File: src/rtl/core/lru_block_cache_tags_assert.svh
// ----------------------------------------------------------------------------
// Assertion macros used by the back end of the block cache tag logic
// ----------------------------------------------------------------------------
`ifndef LRU_BLOCK_CACHE_TAGS_ASSERT_SVH
`define LRU_BLOCK_CACHE_TAGS_ASSERT_SVH

// Same-cycle implication, disabled during reset
`define LBCT_ASSERT_NOW(name, clk, rst, ante, cons, msg) \
  name: assert property (@(posedge clk) disable iff (rst) (ante) |-> (cons)) else $error(msg);

// Next-cycle implication, disabled during reset
`define LBCT_ASSERT_NEXT(name, clk, rst, ante, cons, msg) \
  name: assert property (@(posedge clk) disable iff (rst) (ante) |=> (cons)) else $error(msg);

`endif

File: src/rtl/core/lbct_pkg.sv
// ----------------------------------------------------------------------------
// lbct_pkg
// Shared types, sizes and helpers of the block cache tag logic.
// ----------------------------------------------------------------------------
package lbct_pkg;

  // Cache geometry
  localparam int WAYS   = 16;
  localparam int IDX_W  = (WAYS > 1) ? $clog2(WAYS) : 1;
  localparam int TAG_W  = 31;
  localparam int AGE_W  = 32;
  localparam int WORD_W = 32;
  localparam int WAY_W  = 4;

  // Command queue between front and back
  localparam int QDEPTH = 2;
  localparam int QPTR_W = 1;
  localparam int QCNT_W = 2;

  // Stream payload widths
  localparam int IN_DATA_W  = 32;
  localparam int OUT_DATA_W = 40;

  localparam logic [IDX_W-1:0] LAST_WAY = IDX_W'(WAYS - 1);
  localparam logic [TAG_W-1:0] TAG_MAX  = {TAG_W{1'b1}};

  // Classified request handed from front to back
  typedef struct packed {
    logic             bypass;
    logic [TAG_W-1:0] tag;
  } item_t;

  // Back-end sequencer states
  typedef enum logic [1:0] {
    ST_IDLE,
    ST_SCAN,
    ST_DONE
  } state_t;

  // Low bits of a way index as reported on the result
  function automatic logic [WAY_W-1:0] way_field(input logic [IDX_W-1:0] idx);
    logic [IDX_W+WAY_W-1:0] wide;
    wide = (IDX_W+WAY_W)'(idx);
    return wide[WAY_W-1:0];
  endfunction

endpackage

File: src/rtl/core/lbct_front.sv
// ----------------------------------------------------------------------------
// lbct_front
// Accepts block words, classifies them and queues them for the back end.
// ----------------------------------------------------------------------------
module lbct_front (
  input  logic                         clk,
  input  logic                         rst,
  input  logic                         s_axis_tvalid,
  output logic                         s_axis_tready,
  input  logic [lbct_pkg::IN_DATA_W-1:0] s_axis_tdata,  // [31:0] block_offset
  output logic                         q_valid,
  input  logic                         q_pop,
  output lbct_pkg::item_t              q_item
);

  lbct_pkg::item_t                  q_mem [lbct_pkg::QDEPTH];
  logic [lbct_pkg::QPTR_W-1:0]      wr_ptr;
  logic [lbct_pkg::QPTR_W-1:0]      rd_ptr;
  logic [lbct_pkg::QCNT_W-1:0]      count;
  logic [lbct_pkg::WORD_W-1:0]      neg_word;
  lbct_pkg::item_t                  cls;
  logic                             push;
  logic                             pop;

  // Classify: non-negative word bypasses, negative word gives saturated magnitude
  always_comb begin
    neg_word   = (~s_axis_tdata) + lbct_pkg::WORD_W'(1);
    cls.bypass = ~s_axis_tdata[lbct_pkg::WORD_W-1];
    if (cls.bypass) begin
      cls.tag = s_axis_tdata[lbct_pkg::TAG_W-1:0];
    end else if (neg_word[lbct_pkg::WORD_W-1]) begin
      cls.tag = lbct_pkg::TAG_MAX;
    end else begin
      cls.tag = neg_word[lbct_pkg::TAG_W-1:0];
    end
  end

  // Queue handshake
  assign s_axis_tready = (count != lbct_pkg::QCNT_W'(lbct_pkg::QDEPTH));
  assign q_valid       = (count != '0);
  assign push          = s_axis_tvalid && s_axis_tready;
  assign pop           = q_pop && q_valid;
  assign q_item        = q_mem[rd_ptr];

  // Queue storage
  always_ff @(posedge clk) begin
    if (push) begin
      q_mem[wr_ptr] <= cls;
    end
  end

  // Queue pointers and fill count
  always_ff @(posedge clk) begin
    if (rst) begin
      wr_ptr <= '0;
      rd_ptr <= '0;
      count  <= '0;
    end else begin
      if (push) begin
        wr_ptr <= wr_ptr + lbct_pkg::QPTR_W'(1);
      end
      if (pop) begin
        rd_ptr <= rd_ptr + lbct_pkg::QPTR_W'(1);
      end
      case ({push, pop})
        2'b10:   count <= count + lbct_pkg::QCNT_W'(1);
        2'b01:   count <= count - lbct_pkg::QCNT_W'(1);
        default: count <= count;
      endcase
    end
  end

endmodule

File: src/rtl/core/lbct_back.sv
// ----------------------------------------------------------------------------
// lbct_back
// Scans the ways one per cycle for a tag match and the oldest entry,
// updates tags and age stamps, and drives the result register.
// ----------------------------------------------------------------------------
`include "lru_block_cache_tags_assert.svh"

module lbct_back (
  input  logic                          clk,
  input  logic                          rst,
  input  logic                          q_valid,
  output logic                          q_pop,
  input  lbct_pkg::item_t               q_item,
  output logic                          m_axis_tvalid,
  input  logic                          m_axis_tready,
  output logic [lbct_pkg::OUT_DATA_W-1:0] m_axis_tdata,  // [0] hit, [4:1] way,
                                                          // [35:5] block_number, rest 0
  output logic                          m_axis_tuser   // [0] bypass
);

  lbct_pkg::state_t                 state;
  lbct_pkg::state_t                 state_next;
  lbct_pkg::item_t                  work;
  logic [lbct_pkg::TAG_W-1:0]       way_tags [lbct_pkg::WAYS];
  logic [lbct_pkg::AGE_W-1:0]       way_ages [lbct_pkg::WAYS];
  logic [lbct_pkg::AGE_W-1:0]       age_counter;
  logic [lbct_pkg::AGE_W-1:0]       age_next;
  logic [lbct_pkg::IDX_W-1:0]       idx;
  logic [lbct_pkg::AGE_W-1:0]       best_age;
  logic [lbct_pkg::IDX_W-1:0]       best_idx;
  logic                             sel_hit;
  logic [lbct_pkg::IDX_W-1:0]       sel_idx;
  logic                             tag_match;
  logic                             take_min;
  logic [lbct_pkg::IDX_W-1:0]       cand_idx;
  logic                             scan_last;
  logic                             out_free;
  logic                             load_out;
  logic                             hit_out;
  logic [lbct_pkg::WAY_W-1:0]       way_out;
  logic [lbct_pkg::TAG_W-1:0]       num_out;

  // Per-cycle scan compare
  assign tag_match = (way_tags[idx] == work.tag);
  assign take_min  = (idx == '0) || (way_ages[idx] < best_age);
  assign cand_idx  = take_min ? idx : best_idx;
  assign scan_last = (idx == lbct_pkg::LAST_WAY);
  assign age_next  = age_counter + lbct_pkg::AGE_W'(1);
  assign out_free  = !m_axis_tvalid || m_axis_tready;

  // Next state
  always_comb begin
    state_next = state;
    case (state)
      lbct_pkg::ST_IDLE: begin
        if (q_valid) begin
          state_next = q_item.bypass ? lbct_pkg::ST_DONE : lbct_pkg::ST_SCAN;
        end
      end
      lbct_pkg::ST_SCAN: begin
        if (tag_match || scan_last) begin
          state_next = lbct_pkg::ST_DONE;
        end
      end
      lbct_pkg::ST_DONE: begin
        if (out_free) begin
          state_next = lbct_pkg::ST_IDLE;
        end
      end
      default: state_next = lbct_pkg::ST_IDLE;
    endcase
  end

  // State-decoded controls
  always_comb begin
    q_pop    = 1'b0;
    load_out = 1'b0;
    case (state)
      lbct_pkg::ST_IDLE: q_pop    = q_valid;
      lbct_pkg::ST_DONE: load_out = out_free;
      default: begin
        q_pop    = 1'b0;
        load_out = 1'b0;
      end
    endcase
  end

  // Result fields
  always_comb begin
    if (work.bypass) begin
      hit_out = 1'b0;
      way_out = '0;
    end else begin
      hit_out = sel_hit;
      way_out = lbct_pkg::way_field(sel_idx);
    end
    num_out = work.tag;
  end

  always_ff @(posedge clk) begin
    if (rst) begin
      state <= lbct_pkg::ST_IDLE;
    end else begin
      state <= state_next;
    end
  end

  // Work item, scan index and running minimum
  always_ff @(posedge clk) begin
    if (q_pop) begin
      work <= q_item;
      idx  <= '0;
    end
    if (state == lbct_pkg::ST_SCAN) begin
      idx <= idx + lbct_pkg::IDX_W'(1);
      if (take_min) begin
        best_age <= way_ages[idx];
        best_idx <= idx;
      end
      if (tag_match) begin
        sel_hit <= 1'b1;
        sel_idx <= idx;
      end else if (scan_last) begin
        sel_hit <= 1'b0;
        sel_idx <= cand_idx;
      end
    end
  end

  // Age counter, tags and age stamps
  always_ff @(posedge clk) begin
    if (rst) begin
      age_counter <= '0;
      for (int i = 0; i < lbct_pkg::WAYS; i++) begin
        way_tags[i] <= '0;
        way_ages[i] <= '0;
      end
    end else begin
      if (q_pop && !q_item.bypass) begin
        age_counter <= age_next;
        if (age_next == '0) begin
          for (int i = 0; i < lbct_pkg::WAYS; i++) begin
            way_ages[i] <= '0;
          end
        end
      end
      if (load_out && !work.bypass) begin
        way_tags[sel_idx] <= work.tag;
        way_ages[sel_idx] <= age_counter;
      end
    end
  end

  // Result register
  always_ff @(posedge clk) begin
    if (rst) begin
      m_axis_tvalid <= 1'b0;
    end else if (load_out) begin
      m_axis_tvalid <= 1'b1;
    end else if (m_axis_tready) begin
      m_axis_tvalid <= 1'b0;
    end
  end

  always_ff @(posedge clk) begin
    if (load_out) begin
      m_axis_tdata <= lbct_pkg::OUT_DATA_W'({num_out, way_out, hit_out});
      m_axis_tuser <= work.bypass;
    end
  end

  // Checks
  `LBCT_ASSERT_NOW(a_scan_not_bypass, clk, rst, state == lbct_pkg::ST_SCAN, !work.bypass, "bypass transaction entered the way scan")
  `LBCT_ASSERT_NOW(a_scan_in_range, clk, rst, state == lbct_pkg::ST_SCAN, idx <= lbct_pkg::LAST_WAY, "scan index beyond last way")
  `LBCT_ASSERT_NEXT(a_done_loads, clk, rst, load_out, m_axis_tvalid, "result not presented after completion")
  `LBCT_ASSERT_NEXT(a_stamp_written, clk, rst, load_out && !work.bypass, (way_tags[$past(sel_idx)] == work.tag) && (way_ages[$past(sel_idx)] == age_counter), "selected way not tagged and stamped")

endmodule

File: src/rtl/core/lru_block_cache_tags.sv
// ----------------------------------------------------------------------------
// lru_block_cache_tags
// Tag and LRU replacement logic of a fully associative block cache.
// ----------------------------------------------------------------------------
// Usage:
//   Input stream s_axis carries one signed block word per transaction.
//   A non-negative word is an uncompressed block: the result has bypass set
//   (in m_axis_tuser), hit and way zero, and the cache state is untouched.
//   A negative word names compressed block -word (saturated to 31 bits); the
//   result reports hit and the way hit or filled, and the LRU stamps update.
//   Output stream m_axis returns exactly one result per input, in order.
// Timing:
//   A compressed lookup walks the ways one per cycle through a single tag and
//   age compare port: a load step, the scan (which stops on a hit) and an
//   update step. A bypass item skips the scan. A two-entry queue in front
//   lets new transactions be accepted while the scan runs.
// Reset and stalls:
//   rst clears all tags, age stamps, the age counter and the queue. While
//   m_axis_tready is low the finished result holds, the scan of the next item
//   waits in its update step, and s_axis_tready drops once the queue is full.
// ----------------------------------------------------------------------------
module lru_block_cache_tags (
  input  logic                            clk,
  input  logic                            rst,
  input  logic                            s_axis_tvalid,
  output logic                            s_axis_tready,
  input  logic [lbct_pkg::IN_DATA_W-1:0]  s_axis_tdata,   // [31:0] block_offset
  output logic                            m_axis_tvalid,
  input  logic                            m_axis_tready,
  output logic [lbct_pkg::OUT_DATA_W-1:0] m_axis_tdata,   // [0] hit, [4:1] way,
                                                          // [35:5] block_number, rest 0
  output logic                            m_axis_tuser    // [0] bypass
);

  logic            q_valid;
  logic            q_pop;
  lbct_pkg::item_t q_item;

  // Front: accept and classify
  lbct_front u_front (
    .clk           (clk),
    .rst           (rst),
    .s_axis_tvalid (s_axis_tvalid),
    .s_axis_tready (s_axis_tready),
    .s_axis_tdata  (s_axis_tdata),
    .q_valid       (q_valid),
    .q_pop         (q_pop),
    .q_item        (q_item)
  );

  // Back: way scan, replacement and result
  lbct_back u_back (
    .clk           (clk),
    .rst           (rst),
    .q_valid       (q_valid),
    .q_pop         (q_pop),
    .q_item        (q_item),
    .m_axis_tvalid (m_axis_tvalid),
    .m_axis_tready (m_axis_tready),
    .m_axis_tdata  (m_axis_tdata),
    .m_axis_tuser  (m_axis_tuser)
  );

endmodule

File: config.mk
export PLATFORM = sky130hd
export DESIGN_NAME = lru_block_cache_tags
export DESIGN_NICKNAME = d
export VERILOG_FILES = /design/src/rtl/core/lbct_pkg.sv /design/src/rtl/core/lbct_front.sv /design/src/rtl/core/lbct_back.sv /design/src/rtl/core/lru_block_cache_tags.sv
export VERILOG_INCLUDE_DIRS = /design/src /design/src/rtl/core
export SDC_FILE = /design/constraint.sdc
export NUM_CORES = 2
export LEC_CHECK = 0
export BUFFER_PORTS_ARGS = -buffer_cell sky130_fd_sc_hd__buf_2
export CAP_MARGIN = 40
export CORE_MARGIN = 2
export CORE_UTILIZATION = 35
export CTS_CLUSTER_DIAMETER = 200
export DETAILED_ROUTE_END_ITERATION = 16
export PLACE_DENSITY = 0.59
export REMOVE_ABC_BUFFERS = 1
export SLEW_MARGIN = 20
export SYNTH_ARGS = -nofsm -noshare
export SYNTH_HDL_FRONTEND = slang
export SYNTH_SLANG_ARGS = --single-unit
File: constraint.sdc
create_clock -name clk -period 13.5 [get_ports clk]
set_input_delay 1.35 -clock clk [delete_from_list [all_inputs] [get_ports clk]]
set_output_delay 1.35 -clock clk [all_outputs]
set_load 0.005 [all_outputs]
==> results.toml <==
[sta]
whs_ns = 0.513
grt_setup_unrepaired = "false"
worst_slack_ns = 7.71
period_needed_ns = 5.79
worst_pin_slew_ns = 0.949
max_slew_margin = 0.367
setup_viol = 0
skew_ns = 0.0303
fmax_mhz = 173
hold_viol_final = 0
finalCritPeriodShare = 0.429
fin_setup_tns_ns = 0
final-max-slew-violation-count = 0

[synth]
avgSynthCellArea_um2 = 15.2
synth.top_cells.by_area = "edfxtp_1 63%, and2_1 11%, mux4_2 10%"
ys_async_sr_fraction = 0
synth.largest_area_cell = "edfxtp_1"
ys.flop_type = "edfxtp_1"
yosysSeqAreaShare = 0.649
synth-seq-cells = 1230
synth_top_area_frac = 0.633
synth.distinct_cells = 76
yosysWarnings = 0
synth-edff-count = 1186
syn_area_mm2 = 0.0563
syn_inst = 3693

[placed_design]
dp_slack_ns = 7.48
place_hpwl_um = 83500
place.gp.congestion = 0.773
port_buffers = 74
post-place-cells = 5609

[setup_path]
crit_path_top_delay_cell = "buf_12"
cp-end-kind = "flip-flop"
startpoint_type = "flip-flop"
required_ns = 13.89
path_max_fanout = 101
crit_type = "reg2reg"
cp_cell_sequence = "buf_16, buf_12, mux4_2, mux4_2, ha_1, a21o_1, a21o_1, a21oi_1, o32ai_1, a211o_1, o31ai_2, a21oi_1, nor2_4, buf_4"
worstPathArrival_ns = 6.17
slowest_delay_ns = 0.64

[cells_and_area]
final_cell_mix = "1186 x edfxtp_1, 951 x and2_1, 259 x mux4_2"
fill_cells = 14500
area.growth.synth_to_final_pct = 12.6
final_common_cell = "edfxtp_1"
finalCoreUtilization = 0.396
nets = 3733
final_cells = 5854
layout-drive-gt1-share = 0.197

[grt]
grt_max_degree = 121
grt_usage = 0.190
grt_pass1_wl_um = 225000
grt-ovfl-total = 0
antenna_found_initial = 7
first_global_vias = 31400

[clock_tree]
cts_hold_buf = 0
clock_path_buffers = 3
path_clk_slew_ns = 0.06
cts_resized = 0
htree_levels = 4
numCtsBuffers = 130
postCtsSetupBuffers = 0
clock_latency_ns = 0.78
cts-root-buf = "clkbuf_16"
cts_tree = "done"
clkSinkCount = 1230

[floorplanning]
start_util = 0.352
ios = 79
dieHeight_um = 405
dieArea_mm2 = 0.164
die_w_um = 405
coreArea_mm2 = 0.160
fp-row-count = 147

[hold_path]
hp-class = "reg2reg"
min_from = "u_back.age_counter[30]$_SDFFE_PP0P_"

[power_and_ir_drop]
p_leak_nw = 22.3
pwr_density_cell_mw_per_mm2 = 176
max-vdd-ir-drop_uv = 147

[route]
postRouteAntennaNets = 0
drc_errors = 0
wl_per_cell_um = 26.4
viasPerCell = 5.28
firstDrtPassIters = 6
drtIter0Drc = 3460
vias = 30900
drt_wl_total_um = 155000

[status]
status = "complete, no violations"

[job]
maxCapViolations = 0
[power by group]
part	internal (mW)	total [mW]	switching (mW)
sequential	4.56	4.92	0.357
clock	2.06	3.58	1.53
combinational	1.18	2.68	1.50
total	7.80	11.2	3.38
[cell type report]
cell class	count	area (µm²)	share of cell area
clock buffer	153	3390	0.0535
timing repair buffer	175	1420	0.0224
multi-input combinational	2074	18400	0.291
tap	2086	2610	0.0412
sequential	1230	36500	0.576
inverter	50	189	0.00298
clock inverter	83	803	0.0127
antenna	3	7.51	0.000118
[layer usage]
metal  track usage  vias up  share of wire
li1              -    13600              -
met1         0.257    16000           0.42
met2         0.315     1128           0.49
met3        0.0356      204          0.070
met4        0.0503        2          0.022
met5             0        -       0.000045
[flip-flops by register name, summed over array words and instances (netlist names), 2 cells and up, named ones only]
| name | count |
|---|---|
| u_back.age_counter | 32 |
| u_back.way_tags | 496 |
| u_back.idx | 4 |
| u_back.best_age | 32 |
| u_back.sel_idx | 4 |
| u_front.q_mem | 64 |
| u_back.way_ages | 512 |
| u_back.m_axis_tdata | 36 |
| u_back.best_idx | 4 |
| u_back.state | 2 |
| u_front.count | 2 |
| u_back.num_out | 31 |
[critical path, delay by kind of cell (launching register included)]
kind / cells / cell delay (ns)
simple gates: 1 / 0.10
flops: 1 / 0.50
mux: 2 / 1.10
fa+ha+maj: 1 / 0.35
compound gates: 7 / 1.82
buf+inv: 3 / 1.41
[path summary, 6_finish.rpt]
path	to	slack, ns	depth (start not counted)
hold / removal	u_back.age_counter[30]$_SDFFE_PP0P_	0.51	2
hold reg to reg	u_back.age_counter[30]$_SDFFE_PP0P_	0.51	2
setup reg to reg	u_back.best_age[6]$_DFFE_PP_	7.71	14
setup / recovery	u_back.best_age[6]$_DFFE_PP_	7.71	14
[synthesized netlist by cell type, types with 14 or more instances]
cell	instances
nand2b_1	18
dfxtp_1	44
and2_1	951
nand3_1	29
edfxtp_1	1186
buf_1	28
inv_1	45
a21oi_1	40
or3_1	18
mux2i_1	70
nor2b_1	17
xnor2_1	71
or2_2	21
nor4_1	28
ha_1	36
buf_2	37
nor2_1	70
a21o_1	14
mux4_2	259
nand2_1	68
o21ai_0	43
and3_1	14
nand4_1	26
mux2_2	34
clkbuf_1	255
xor2_1	51
nor3_1	73
[cell families after synthesis]
group,count (synthesis),share of synthesized area
simple gates,1360,0.144
other cells,1,0.0000667
xor+xnor,122,0.0190
flops,1230,0.649
buf+inv,392,0.0294
compound gates,176,0.0216
mux,376,0.129
fa+ha+maj,36,0.00801
[through the flow]
stage	instance area, µm²	power [mW]
after floorplan	54800	7.05
after CTS	63300	11.2
after global routing	63400	11.6
final	63400	11.2
after detailed placement	59100	7.68
after global placement	58700	7.65
Note: power is estimated with default switching activity, not from simulation.
